===== src/rtl/core/amdfs_pkg.sv =====
// Shared constants, command codes and control types for the adjacency matrix DFS block.
package amdfs_pkg;

  localparam int NODE_COUNT = 8;
  localparam int NODE_W     = 3;
  localparam int SCAN_W     = 4;
  localparam int DEPTH_W    = 4;
  localparam int TIME_W     = 5;
  localparam int PRED_W     = 4;
  localparam int CMD_W      = 3;

  typedef enum logic [CMD_W-1:0] {
    CMD_CLEAR    = 3'd0,
    CMD_INSERT   = 3'd1,
    CMD_DELETE   = 3'd2,
    CMD_DEL_NODE = 3'd3,
    CMD_TRAVERSE = 3'd4
  } cmd_t;

  typedef enum logic [1:0] {
    COLOR_WHITE = 2'd0,
    COLOR_GRAY  = 2'd1,
    COLOR_BLACK = 2'd2
  } color_t;

  typedef enum logic [2:0] {
    S_IDLE,
    S_INIT,
    S_ROOT,
    S_SCAN,
    S_EMIT
  } state_t;

  typedef enum logic [2:0] {
    DP_NONE,
    DP_EDIT,
    DP_INIT,
    DP_ROOT,
    DP_SCAN,
    DP_EMIT
  } dp_op_t;

  typedef struct packed {
    dp_op_t op;
  } dp_cmd_t;

  typedef struct packed {
    logic root_white;
    logic root_last;
    logic pop_last;
    logic emit_last;
  } dp_status_t;

endpackage


===== src/rtl/core/amdfs_ctrl.sv =====
// Controller state machine sequencing edits, the search and the result stream.
module amdfs_ctrl (
  input  logic                  clk,
  input  logic                  rst,
  input  logic                  start,
  input  logic [2:0]            cmd,
  input  amdfs_pkg::dp_status_t status,
  output amdfs_pkg::dp_cmd_t    dp_cmd,
  output logic                  busy,
  output logic                  strobe
);
  import amdfs_pkg::*;

  state_t state;
  state_t state_next;

  always_ff @(posedge clk) begin
    if (rst) begin
      state <= S_IDLE;
    end else begin
      state <= state_next;
    end
  end

  always_comb begin
    state_next = state;
    unique case (state)
      S_IDLE: begin
        if (start && (cmd == CMD_TRAVERSE)) begin
          state_next = S_INIT;
        end
      end
      S_INIT: begin
        state_next = S_ROOT;
      end
      S_ROOT: begin
        priority if (status.root_white) begin
          state_next = S_SCAN;
        end else if (status.root_last) begin
          state_next = S_EMIT;
        end
      end
      S_SCAN: begin
        if (status.pop_last) begin
          state_next = status.root_last ? S_EMIT : S_ROOT;
        end
      end
      S_EMIT: begin
        if (status.emit_last) begin
          state_next = S_IDLE;
        end
      end
      default: state_next = S_IDLE;
    endcase
  end

  always_comb begin
    dp_cmd.op = DP_NONE;
    busy      = 1'b1;
    strobe    = 1'b0;
    unique case (state)
      S_IDLE: begin
        busy = 1'b0;
        if (start && (cmd != CMD_TRAVERSE)) begin
          dp_cmd.op = DP_EDIT;
        end
      end
      S_INIT: dp_cmd.op = DP_INIT;
      S_ROOT: dp_cmd.op = DP_ROOT;
      S_SCAN: dp_cmd.op = DP_SCAN;
      S_EMIT: begin
        dp_cmd.op = DP_EMIT;
        strobe    = 1'b1;
      end
      default: dp_cmd.op = DP_NONE;
    endcase
  end

  assert property (@(posedge clk) disable iff (rst)
    (state == S_EMIT && status.emit_last) |=> !busy)
    else $error("busy still high after last word");

  assert property (@(posedge clk) disable iff (rst)
    (state == S_IDLE && start && cmd == CMD_TRAVERSE) |=> (state == S_INIT))
    else $error("traverse word not taken");

  assert property (@(posedge clk) disable iff (rst)
    strobe |-> $past(busy))
    else $error("strobe without preceding traversal");

endmodule


===== src/rtl/core/amdfs_dp.sv =====
// Datapath: adjacency matrix, search stacks, time stamps and result selection.
module amdfs_dp (
  input  logic                  clk,
  input  logic                  rst,
  input  amdfs_pkg::dp_cmd_t    dp_cmd,
  input  logic [2:0]            cmd,
  input  logic [2:0]            node_a,
  input  logic [2:0]            node_b,
  output amdfs_pkg::dp_status_t status,
  output logic [2:0]            node_index,
  output logic [4:0]            discovery_time,
  output logic [4:0]            finish_time,
  output logic signed [3:0]     predecessor,
  output logic                  last_result
);
  import amdfs_pkg::*;

  logic [NODE_COUNT-1:0] adj [NODE_COUNT];
  color_t                color [NODE_COUNT];
  logic [TIME_W-1:0]     disc [NODE_COUNT];
  logic [TIME_W-1:0]     fin [NODE_COUNT];
  logic [PRED_W-1:0]     pred [NODE_COUNT];
  logic [NODE_W-1:0]     node_stack [NODE_COUNT];
  logic [SCAN_W-1:0]     nn_stack [NODE_COUNT];

  logic [TIME_W-1:0]     time_count;
  logic [DEPTH_W-1:0]    depth;
  logic [NODE_W-1:0]     root;
  logic [NODE_W-1:0]     out_idx;

  logic [NODE_W-1:0]     top;
  logic [NODE_W-1:0]     push_idx;
  logic [NODE_W-1:0]     x;
  logic [SCAN_W-1:0]     v;
  logic [NODE_W-1:0]     vi;
  logic                  v_in;
  logic                  hit;
  logic                  room;
  logic [TIME_W-1:0]     time_inc;
  logic                  a_ok;
  logic                  b_ok;

  assign top      = NODE_W'(depth - DEPTH_W'(1));
  assign push_idx = depth[NODE_W-1:0];
  assign x        = node_stack[top];
  assign v        = nn_stack[top];
  assign vi       = v[NODE_W-1:0];
  assign v_in     = v < SCAN_W'(NODE_COUNT);
  assign hit      = v_in && adj[x][vi] && (color[vi] == COLOR_WHITE);
  assign room     = depth < DEPTH_W'(NODE_COUNT);
  assign time_inc = time_count + TIME_W'(1);
  assign a_ok     = {1'b0, node_a} < SCAN_W'(NODE_COUNT);
  assign b_ok     = {1'b0, node_b} < SCAN_W'(NODE_COUNT);

  assign status.root_white = (color[root] == COLOR_WHITE);
  assign status.root_last  = (root == NODE_W'(NODE_COUNT - 1));
  assign status.pop_last   = !v_in && (depth == DEPTH_W'(1));
  assign status.emit_last  = (out_idx == NODE_W'(NODE_COUNT - 1));

  always_ff @(posedge clk) begin
    if (rst) begin
      for (int k = 0; k < NODE_COUNT; k++) begin
        adj[k] <= '0;
      end
    end else if (dp_cmd.op == DP_EDIT) begin
      unique case (cmd)
        CMD_CLEAR: begin
          for (int k = 0; k < NODE_COUNT; k++) begin
            adj[k] <= '0;
          end
        end
        CMD_INSERT: begin
          if (a_ok && b_ok) begin
            adj[node_a][node_b] <= 1'b1;
            adj[node_b][node_a] <= 1'b1;
          end
        end
        CMD_DELETE: begin
          if (a_ok && b_ok) begin
            adj[node_a][node_b] <= 1'b0;
            adj[node_b][node_a] <= 1'b0;
          end
        end
        CMD_DEL_NODE: begin
          if (a_ok) begin
            for (int k = 0; k < NODE_COUNT; k++) begin
              if (NODE_W'(k) == node_a) begin
                adj[k] <= '0;
              end else begin
                adj[k][node_a] <= 1'b0;
              end
            end
          end
        end
        default: begin
        end
      endcase
    end
  end

  always_ff @(posedge clk) begin
    if (rst) begin
      time_count <= '0;
      depth      <= '0;
      root       <= '0;
      out_idx    <= '0;
    end else begin
      unique case (dp_cmd.op)
        DP_INIT: begin
          time_count <= '0;
          depth      <= '0;
          root       <= '0;
          out_idx    <= '0;
        end
        DP_ROOT: begin
          if (color[root] == COLOR_WHITE) begin
            time_count <= time_inc;
            depth      <= DEPTH_W'(1);
          end else begin
            root <= root + NODE_W'(1);
          end
        end
        DP_SCAN: begin
          if (hit) begin
            if (room) begin
              time_count <= time_inc;
              depth      <= depth + DEPTH_W'(1);
            end
          end else if (!v_in) begin
            time_count <= time_inc;
            depth      <= depth - DEPTH_W'(1);
            if (depth == DEPTH_W'(1)) begin
              root <= root + NODE_W'(1);
            end
          end
        end
        DP_EMIT: begin
          out_idx <= out_idx + NODE_W'(1);
        end
        default: begin
        end
      endcase
    end
  end

  always_ff @(posedge clk) begin
    unique case (dp_cmd.op)
      DP_INIT: begin
        for (int k = 0; k < NODE_COUNT; k++) begin
          color[k] <= COLOR_WHITE;
          pred[k]  <= '1;
        end
      end
      DP_ROOT: begin
        if (color[root] == COLOR_WHITE) begin
          color[root]   <= COLOR_GRAY;
          disc[root]    <= time_inc;
          node_stack[0] <= root;
          nn_stack[0]   <= '0;
        end
      end
      DP_SCAN: begin
        if (v_in) begin
          nn_stack[top] <= v + SCAN_W'(1);
        end
        if (hit) begin
          pred[vi] <= PRED_W'(x);
          if (room) begin
            color[vi]            <= COLOR_GRAY;
            disc[vi]             <= time_inc;
            node_stack[push_idx] <= vi;
            nn_stack[push_idx]   <= '0;
          end
        end else if (!v_in) begin
          color[x] <= COLOR_BLACK;
          fin[x]   <= time_inc;
        end
      end
      default: begin
      end
    endcase
  end

  assign node_index     = out_idx;
  assign discovery_time = disc[out_idx];
  assign finish_time    = fin[out_idx];
  assign predecessor    = pred[out_idx];
  assign last_result    = status.emit_last;

  assert property (@(posedge clk) disable iff (rst)
    (dp_cmd.op == DP_SCAN) |-> (depth != '0))
    else $error("scan with empty stack");

  assert property (@(posedge clk) disable iff (rst)
    (dp_cmd.op == DP_ROOT) |-> (depth == '0))
    else $error("root tried with nonempty stack");

  assert property (@(posedge clk) disable iff (rst)
    (dp_cmd.op == DP_SCAN && status.pop_last) |=> (depth == '0))
    else $error("stack not empty after last pop");

  assert property (@(posedge clk) disable iff (rst)
    depth <= DEPTH_W'(NODE_COUNT))
    else $error("stack overflow");

endmodule


===== src/rtl/core/adjacency_matrix_dfs_timestamps.sv =====
// Top level: undirected graph with depth-first search discovery and finish times.
// Edit words (clear, insert, delete edge, delete node) are taken while idle; busy stays low.
// Traverse: an init step, then each root index is tried in turn; every pushed node scans
// its N = 8 neighbour slots before it is popped. Then one result word per cycle follows,
// with busy high until the last word has been shown.
// Synchronous reset clears the matrix and returns the controller to idle at once.
module adjacency_matrix_dfs_timestamps (
  input  logic              clk,
  input  logic              rst,
  input  logic              start,
  output logic              busy,
  input  logic [2:0]        cmd,
  input  logic [2:0]        node_a,
  input  logic [2:0]        node_b,
  output logic              strobe,
  output logic [2:0]        node_index,
  output logic [4:0]        discovery_time,
  output logic [4:0]        finish_time,
  output logic signed [3:0] predecessor,
  output logic              last_result
);
  import amdfs_pkg::*;

  dp_cmd_t    dp_cmd;
  dp_status_t status;

  amdfs_ctrl u_ctrl (
    .clk    (clk),
    .rst    (rst),
    .start  (start),
    .cmd    (cmd),
    .status (status),
    .dp_cmd (dp_cmd),
    .busy   (busy),
    .strobe (strobe)
  );

  amdfs_dp u_dp (
    .clk            (clk),
    .rst            (rst),
    .dp_cmd         (dp_cmd),
    .cmd            (cmd),
    .node_a         (node_a),
    .node_b         (node_b),
    .status         (status),
    .node_index     (node_index),
    .discovery_time (discovery_time),
    .finish_time    (finish_time),
    .predecessor    (predecessor),
    .last_result    (last_result)
  );

endmodule

===== config.mk =====
export PLATFORM = sky130hd
export DESIGN_NAME = adjacency_matrix_dfs_timestamps
export DESIGN_NICKNAME = d
export VERILOG_FILES = /design/src/rtl/core/amdfs_pkg.sv /design/src/rtl/core/amdfs_ctrl.sv /design/src/rtl/core/amdfs_dp.sv /design/src/rtl/core/adjacency_matrix_dfs_timestamps.sv
export SDC_FILE = /design/constraint.sdc
export NUM_CORES = 1
export LEC_CHECK = 0
export BUFFER_PORTS_ARGS = -buffer_cell sky130_fd_sc_hd__buf_2
export CAP_MARGIN = 5
export CORE_MARGIN = 4
export CORE_UTILIZATION = 45
export CTS_CLUSTER_DIAMETER = 120
export DETAILED_ROUTE_END_ITERATION = 16
export PLACE_DENSITY_LB_ADDON = 0.08
export SLEW_MARGIN = 20
export SYNTH_ARGS = -nofsm -noshare
export SYNTH_HDL_FRONTEND = slang
export SYNTH_HIERARCHICAL = 1
export SYNTH_SLANG_ARGS = --single-unit

===== constraint.sdc =====
create_clock -name clk -period 8.2 [get_ports clk]
set_input_delay 1.64 -clock clk [delete_from_list [all_inputs] [get_ports clk]]
set_output_delay 1.64 -clock clk [all_outputs]
set_load 0.02 [all_outputs]

==> results.py, run 1 <==
metrics = {
    "worst_setup_path": {
        "endpoint_kind": "flip-flop",
        "crit_type": "reg2reg",
        "critPathLaunchType": "flip-flop",
        "critPathMaxFanout": 24,
        "arrival_ns": 6.77,
        "crit_required_ns": 8.37,
    },
    "clock_network": {
        "clk_pin_slew_ns": 0.06,
        "cts_tree": "built",
        "cts-root-buf": "clkbuf_16",
        "clockBufferDepth": 3,
        "htreeDepth": 1,
        "ctsResizeCount": 0,
        "cts_hold_buf": 0,
        "worstSkewPairLatency_ns": 0.55,
        "cts_setup_buffers": 0,
        "cts.sinks": 272,
        "numCtsBuffers": 29,
    },
    "sta": {
        "rsz0062_at_grt": "no",
        "finalSetupViolCount": 0,
        "tightest_slew_ns": 1.15,
        "fin_crit_ns": 6.60,
        "fmax_mhz": 151,
        "period_share_pct": 80.5,
        "hold_viol_final": 0,
        "maxSlewHeadroom_pct": 23.3,
        "finalSetupTns_ns": 0,
        "clock_skew_ns": 0.0230,
        "setup_ws_ns": 1.60,
        "drv_slew": 0,
    },
    "layout": {
        "insertedDiodeCount": 0,
        "drive_gt1_share_pct": 14.7,
        "fillers": 2750,
        "syn2layout_area_growth_pct": 9.56,
        "final_cells": 1658,
        "fin_area_sq_um": 15600,
        "finalNetCount": 1263,
    },
    "global_route": {
        "grtUsageTotal_pct": 21.7,
        "grt_pass1_wl_mm": 58.6,
        "first_global_vias": 9656,
        "overflow": 0,
        "grt_start_max_net_pins": 65,
        "antenna_found_initial": 0,
    },
    "placement": {
        "dp_hpwl_mm": 26.4,
        "place_ws_ns": 1.68,
        "place_inst": 1607,
        "port_buffers": 31,
        "gp_congestion": 0.905,
        "placed_area_sq_um": 14600,
    },
    "synth": {
        "synth_seq_cells": 272,
        "ys_types": 76,
        "synth_simple_gate_area_share_pct": 15.0,
        "synth_top_family_by_area": "multiplexers",
        "yosysWarnings": 6,
        "synthCells": 1252,
        "synth-main-ff-cell": "edfxtp_1",
        "synth_fp_nets": 1273,
        "synth_top_cell_by_area": "edfxtp_1",
        "async_flop_share_pct": 0,
        "synth_edf_count": 208,
        "syn_area_sq_um": 14200,
        "synth.top_cell.area_share_pct": 44.0,
        "synth_fa_ha_area_share_pct": 0.792,
        "yosys-top-cells-area": "edfxtp_1 44%, dfxtp_1 9.0%, mux2i_1 7.5%, mux4_2 6.7%, nor2_1 4.6%",
        "synthMostInstantiatedCell": "edfxtp_1",
        "yosysSeqAreaShare_pct": 53.0,
        "synthTopCellsByCount": "208 x edfxtp_1, 173 x nor2_1, 106 x mux2i_1",
        "synthXorXnorAreaFrac_pct": 0.933,
        "synth.area.mux_share_pct": 16.4,
        "synth_compound_area_share_pct": 10.3,
        "syn_area_per_cell_sq_um": 11.3,
    },
    "floorplan": {
        "core_area_sq_um": 30900,
        "die_w_um": 186,
        "die_area_sq_um": 34500,
        "die_y_um": 186,
        "io_pins": 32,
        "start_util_pct": 46.0,
        "row_count": 64,
    },
    "route": {
        "via_per_inst": 6.03,
        "remaining_drc_errors": 0,
        "drt_iter0_drc": 1089,
        "drt-pass1-iter-count": 6,
        "dr_total_vias": 10005,
        "drt-total-wl_mm": 37.3,
        "wire_per_inst_um": 22.5,
        "ant_nets": 0,
    },
    "power": {
        "power_density_nw_per_um2": 191,
        "max-vdd-ir-drop_mv": 0.132,
        "p_leak_nw": 5.51,
    },
    "outcome": {
        "status": "finished, final reports clean",
    },
    "run": {
        "cap_violations": 0,
    },
    "min_path": {
        "min_path_type": "reg2reg",
    },
}
## final timing paths
check                   from               to  slack (ns)  depth (start not counted)
max            u_dp/depth[0]  u_dp/disc[2][4]        1.60                         16
min          u_dp/pred[5][3]  u_dp/pred[5][3]        0.46                          1
max reg2reg    u_dp/depth[0]  u_dp/disc[2][4]        1.60                         16
min reg2reg  u_dp/pred[5][3]  u_dp/pred[5][3]        0.46                          1
## through the flow
stage / power, mW / hold WS [ns] / utilization (%)
6_report: 2.98 / 0.461 / 50.4
5_1_grt: 3.08 / 0.478 / 50.4
4_1_cts: 3.01 / 0.466 / 50.4
3_5_place_dp: 1.67 / 0.452 / 47.2
3_3_place_gp: 1.67 / 0.445 / 47.1
2_1_floorplan: 1.63 / 0.435 / -
## layer usage
| layer | track usage (%) | share of wire, % | wire length, um |
|---|---|---|---|
| met4 | 5.45 | 2.3 | 875 |
| met2 | 34.6 | 46 | 17300 |
| met1 | 31.9 | 46 | 17100 |
| met3 | 2.46 | 5.5 | 2070 |
| met5 | 0 | 0 | 0 |
## sequential cells by signal (all words and copies together) (netlist names), named ones only
signal and count:
u_ctrl/state 3, u_dp/adj 64, u_dp/color 16, u_dp/depth 4, u_dp/disc 40, u_dp/fin 40
u_dp/nn_stack 32, u_dp/node_index 3, u_dp/node_stack 24, u_dp/pred 32, u_dp/root 3, u_dp/time_count 5
## cells in the final DEF, fill, tap and decap left out, drive strengths merged, types with 9 or more instances in the layout
| master | count |
|---|---|
| a22oi | 30 |
| nand2 | 89 |
| nor2b | 9 |
| mux2 | 23 |
| nor2 | 173 |
| clkbuf | 40 |
| o31ai | 14 |
| or3 | 12 |
| buf | 49 |
| dfxtp | 64 |
| o211ai | 12 |
| o21a | 11 |
| nor4 | 10 |
| edfxtp | 208 |
| and3 | 9 |
| inv | 17 |
| a21oi | 48 |
| ha | 9 |
| o21ai | 66 |
| nand3 | 53 |
| mux2i | 110 |
| nor3 | 33 |
| nand4 | 9 |
| mux4 | 42 |
| nand2b | 12 |
## logic make-up (layout without fill, tap and decap cells)
kind of cell | Yosys count | in the layout
muxes | 175 | 175
adders and majority gates | 9 | 9
xor gates and xnor gates | 13 | 13
and+or+nand+nor | 450 | 450
DFF | 272 | 272
AOI/OAI and AO/OA | 226 | 226
buffers and inverters | 107 | 117
## power by group
| group | switching, mW | internal [mW] |
|---|---|---|
| sequential | 0.0193 | 1.50 |
| combinational | 0.0735 | 0.0442 |
| clock | 0.526 | 0.813 |
| total | 0.619 | 2.36 |
## layout make-up
type / count / area (sq um) / share of cell area (%)
clock buffer: 40 / 851 / 5.46
clock inverter: 11 / 129 / 0.828
inverter: 17 / 66.3 / 0.426
multi-input combinational: 873 / 6210 / 39.9
sequential: 272 / 7530 / 48.4
tap: 396 / 495 / 3.18
timing repair buffer: 49 / 290 / 1.86
## critical path, stage by stage (launching register included)
cell and delay [ns]:
dfxtp_1 0.31, buf_4 0.32, inv_1 0.07, buf_4 0.23, ha_1 0.80, buf_4 0.42
mux2i_1 0.14, mux4_2 0.59, inv_2 0.23, mux2_4 0.33, o32ai_2 0.19, a31oi_1 0.07
a21oi_1 0.19, nand4_1 0.18, or4_1 0.87, mux2_2 0.50, a211oi_1 0.77
(Power assumes the default switching activity.)
==> inputs of run 2 (changes only) <==
Clock period 8.2 ns to 6.51 ns, I/O delays scaled along.
==> results.py, run 2 (synthesis gave the netlist of run 1 again) <==
metrics = {
    "sta": {
        "hold_viol_final": 0,
        "finalSetupViolCount": 0,
        "finalSetupTns_ns": 0,
        "fmax_mhz": 169,
        "maxSlewHeadroom_pct": 26.8,
        "rsz0062_at_grt": "no",
        "fin_crit_ns": 5.92,
        "clock_skew_ns": 0.0189,
        "holdWs_ns": 0.466,
        "tightest_slew_ns": 1.10,
        "period_share_pct": 90.9,
        "drv_slew": 0,
        "setup_ws_ns": 0.591,
    },
    "global_route": {
        "top_usage_layer": "met2",
        "first_global_vias": 9778,
        "overflow": 0,
        "antenna_found_initial": 0,
        "grt_pass1_wl_mm": 58.3,
        "met2_usage_pct": 34.4,
        "grtUsageMet3_pct": 2.97,
        "grt_start_max_net_pins": 50,
        "grtUsageTotal_pct": 21.6,
        "use_met1_pct": 31.7,
    },
    "power": {
        "power_mw": 3.82,
        "internal_power_mw": 3.01,
        "comb_power_share_pct": 3.9,
        "power_switching_mw": 0.810,
        "switching_share_pct": 21.2,
        "p_leak_nw": 5.57,
        "power_density_nw_per_um2": 244,
        "p_clk_share_pct": 45.9,
        "p_seq_share_pct": 50.2,
        "max-vdd-ir-drop_mv": 0.191,
    },
    "worst_setup_path": {
        "endpoint_kind": "flip-flop",
        "arrival_ns": 6.09,
        "crit_type": "reg2reg",
        "critPathLaunchType": "flip-flop",
        "critPathMaxFanout": 16,
        "crit_required_ns": 6.68,
    },
    "layout": {
        "top_regs": "u_dp/adj: 64 flops, u_dp/disc: 40 flops, u_dp/fin: 40 flops",
        "largest_reg_flops": 64,
        "layout_commonest_cell": "edfxtp_1",
        "finish.utilization_pct": 50.6,
        "syn2layout_area_growth_pct": 10.1,
        "drive_gt1_share_pct": 15.8,
        "insertedDiodeCount": 0,
        "mostFrequentLayoutCells": "208 x edfxtp_1, 172 x nor2_1, 106 x mux2i_1, 89 x nand2_1, 65 x o21ai_0",
        "fin_area_sq_um": 15600,
        "finalNetCount": 1269,
        "regMostFlops": "u_dp/adj",
        "final_cells": 1665,
    },
    "clock_network": {
        "clk_pin_slew_ns": 0.06,
        "cts_hold_buf": 0,
        "cts.sinks": 272,
        "ctsResizeCount": 0,
        "numCtsBuffers": 30,
        "clockBufferDepth": 3,
        "cts_tree": "built",
        "cts_setup_buffers": 0,
        "htreeDepth": 1,
        "cts-root-buf": "clkbuf_16",
        "worstSkewPairLatency_ns": 0.56,
    },
    "floorplan": {
        "row_count": 64,
        "die_area_sq_um": 34500,
        "start_util_pct": 46.0,
        "io_pins": 32,
        "die_y_um": 186,
        "die_w_um": 186,
        "core_area_sq_um": 30900,
    },
    "route": {
        "drt-total-wl_mm": 37.4,
        "wire_per_inst_um": 22.5,
        "remaining_drc_errors": 0,
        "dr_total_vias": 10101,
        "ant_nets": 0,
        "drt-pass1-iter-count": 6,
        "drt_iter0_drc": 1004,
        "via_per_inst": 6.07,
    },
    "outcome": {
        "status": "finished, final reports clean",
    },
    "min_path": {
        "min_path_type": "reg2reg",
    },
    "placement": {
        "gp_congestion": 0.888,
        "dp_hpwl_mm": 26.6,
        "port_buffers": 31,
        "placed_area_sq_um": 14600,
        "place_ws_ns": 0.677,
        "place_inst": 1612,
    },
    "run": {
        "cap_violations": 0,
    },
}
-- run 2: cell types whose count changed in the layout (fill, tap and decap cells not counted), moves of 2 or more --
cell,previous run,this run
clkinv_2,3,10
buf_4,18,23
clkbuf_1,6,1
bufinv_16,3,5
clkbuf_8,2,0
clkinv_1,4,2
clkinvlp_4,0,2
-- run 2: final cells by class --
class	instances	area [sq um]
Clock inverter	21	240
Inverter	17	66.3
Tap cell	396	495
Multi-Input combinational cell	873	6210
Sequential cell	272	7530
Timing Repair Buffer	54	328
Clock buffer	32	779
Fill cell	2705	15300
-- run 2: power by group through the flow --
stage	clock network [mW]	registers [mW]	logic, mW
after floorplan	0	1.94	0.109
after global placement	0	1.95	0.147
after detailed placement	0	1.95	0.148
after CTS	1.79	1.92	0.148
after global routing	1.86	1.92	0.165
final	1.75	1.92	0.150
-- run 2: final timing paths --
check                                     start         endpoint  slack, ns  cells past startpoint
worst min register to register  u_dp/pred[1][3]  u_dp/pred[1][3]       0.47                      1
worst max register to register    u_dp/depth[1]  u_dp/disc[2][1]       0.59                     14
worst min-delay path            u_dp/pred[1][3]  u_dp/pred[1][3]       0.47                      1
worst max-delay path              u_dp/depth[1]  u_dp/disc[2][1]       0.59                     14
-- run 2: critical path, stage by stage, from the launching register on --
cell,delay (ns)
dfxtp_1,0.50
inv_1,0.14
ha_1,0.48
buf_4,0.32
mux2i_1,0.11
mux4_2,0.61
inv_2,0.23
mux2_4,0.33
o32ai_2,0.20
a31oi_1,0.07
a21oi_1,0.20
nand4_1,0.18
or4_1,0.89
mux2_2,0.52
a211oi_1,0.75
-- run 2: per-layer routing --
| layer | vias to the layer above | part of all wire [%] |
|---|---|---|
| li1 | 4704 | - |
| met2 | 330 | 47 |
| met3 | 54 | 5.8 |
| met1 | 5013 | 45 |
| met5 | - | 0 |
| met4 | 0 | 2.1 |
==> inputs of run 3 (changes only) <==
Settings changed: BUFFER_PORTS_ARGS -buffer_cell sky130_fd_sc_hd__buf_2 to not set, DONT_BUFFER_PORTS set to 1.
==> results.py, run 3 (synthesis gave the netlist of run 1 again) <==
metrics = {
    "clock_network": {
        "cts.sinks": 272,
        "numCtsBuffers": 30,
        "clk_pin_slew_ns": 0.06,
        "clockBufferDepth": 3,
        "ctsResizeCount": 0,
        "worstSkewPairLatency_ns": 0.57,
        "htreeDepth": 1,
        "cts_setup_buffers": 0,
        "cts-root-buf": "clkbuf_16",
        "cts_tree": "built",
        "cts_hold_buf": 0,
    },
    "route": {
        "drt-total-wl_mm": 37.9,
        "drt-pass1-iter-count": 5,
        "via_per_inst": 6.12,
        "dr_total_vias": 10010,
        "drt_iter0_drc": 863,
        "remaining_drc_errors": 0,
        "wire_per_inst_um": 23.2,
        "ant_nets": 0,
    },
    "layout": {
        "mostFrequentLayoutCells": "208 x edfxtp_1, 172 x nor2_1, 106 x mux2i_1, 89 x nand2_1, 65 x o21ai_0",
        "regMostFlops": "u_dp/adj",
        "insertedDiodeCount": 0,
        "finalNetCount": 1238,
        "syn2layout_area_growth_pct": 8.81,
        "top_regs": "u_dp/adj: 64 flops, u_dp/disc: 40 flops, u_dp/fin: 40 flops",
        "layout_commonest_cell": "edfxtp_1",
        "fillers": 2794,
        "largest_reg_flops": 64,
        "drive_gt1_share_pct": 13.1,
        "finish.utilization_pct": 50.0,
    },
    "worst_setup_path": {
        "critPathMaxFanout": 26,
        "critPathLaunchType": "flip-flop",
        "slowest_delay_ns": 0.90,
        "cp_slowest_cell": "mux4_2",
        "crit_top_cell": "a211oi_1",
        "crit_type": "reg2reg",
        "crit_chain": "inv_1 -> ha_1 -> xor2_4 -> mux4_2 -> nand2b_1 -> a211oi_1 -> a211oi_1 -> nand3_1 -> or4_1 -> mux2_2 -> a211oi_1",
        "endpoint_kind": "flip-flop",
        "crit_required_ns": 6.69,
        "arrival_ns": 6.11,
    },
    "power": {
        "p_leak_nw": 5.41,
        "power_density_nw_per_um2": 242,
        "power_mw": 3.74,
        "comb_power_share_pct": 3.4,
        "internal_power_mw": 2.95,
        "max-vdd-ir-drop_mv": 0.223,
        "p_seq_share_pct": 51.2,
        "p_clk_share_pct": 45.3,
        "power_switching_mw": 0.793,
        "switching_share_pct": 21.2,
    },
    "global_route": {
        "grtUsageTotal_pct": 21.9,
        "grt_start_max_net_pins": 52,
        "grt_pass1_wl_mm": 58.5,
        "antenna_found_initial": 0,
        "first_global_vias": 9553,
        "overflow": 0,
    },
    "floorplan": {
        "row_count": 64,
        "die_w_um": 186,
        "die_y_um": 186,
        "io_pins": 32,
        "die_area_sq_um": 34500,
        "start_util_pct": 46.0,
        "core_area_sq_um": 30900,
    },
    "placement": {
        "gp_congestion": 0.877,
        "place_ws_ns": 0.666,
        "dp_hpwl_mm": 26.8,
        "port_buffers": 0,
    },
    "min_path": {
        "min_path_type": "reg2reg",
    },
    "sta": {
        "rsz0062_at_grt": "no",
        "finalSetupViolCount": 0,
        "maxSlewHeadroom_pct": 29.0,
        "hold_viol_final": 0,
        "period_share_pct": 91.0,
        "tightest_slew_ns": 1.06,
        "clock_skew_ns": 0.0161,
        "finalSetupTns_ns": 0,
        "fmax_mhz": 169,
        "drv_slew": 0,
        "fin_crit_ns": 5.93,
        "setup_ws_ns": 0.585,
        "holdWs_ns": 0.463,
    },
    "outcome": {
        "status": "finished, final reports clean",
    },
    "run": {
        "cap_violations": 0,
    },
}
[run 3: final cells by class]
class | count | area [sq um] | area share [%]
clock buffers | 36 | 773 | 5.00
clock inverters | 19 | 219 | 1.42
inverters | 17 | 66.3 | 0.429
multi-input cells | 873 | 6200 | 40.1
flip-flops and latches | 272 | 7530 | 48.7
well taps | 396 | 495 | 3.20
repair buffers | 23 | 173 | 1.12
[run 3: path summary, 6_finish.rpt]
| check | start | endpoint | slack [ns] | depth (start not counted) |
|---|---|---|---|---|
| setup reg to reg | u_dp/depth[1] | u_dp/disc[2][3] | 0.58 | 11 |
| setup / recovery | u_dp/depth[1] | u_dp/disc[2][3] | 0.58 | 11 |
| hold reg to reg | u_dp/pred[1][3] | u_dp/pred[1][3] | 0.46 | 1 |
| hold / removal | u_dp/pred[1][3] | u_dp/pred[1][3] | 0.46 | 1 |
[run 3: worst max-delay path: cells and delay by family (launching register included)]
family | cells | cell delay, ns
DFF | 1 | 0.49
adders and majority gates | 1 | 0.29
buffers and inverters | 1 | 0.14
muxes | 2 | 1.43
AOI/OAI and AO/OA | 3 | 1.26
xor gates and xnor gates | 1 | 0.57
and+or+nand+nor | 3 | 1.33
[run 3: through the flow]
stage               cell area [sq um]  cells
global route                    15500   1636
finish                          15500   1636
global placement                14500   1581
detailed placement              14500   1581
CTS                             15400   1636
floorplan                       14200   1252
[run 3: routing by layer]
metal	global-route usage, %	routed length [um]	vias to the layer above
li1	-	-	4652
met3	2.70	1930	62
met2	34.3	17200	311
met1	32.5	17700	4985
met5	0	0	-
met4	5.39	1050	0
[run 3: power by group through the flow]
stage | combinational [mW] | clock, mW | sequential, mW
after global routing | 0.139 | 1.81 | 1.92
after floorplan | 0.109 | 0 | 1.94
final | 0.128 | 1.70 | 1.92
after CTS | 0.126 | 1.74 | 1.92
after detailed placement | 0.126 | 0 | 1.96
after global placement | 0.125 | 0 | 1.96
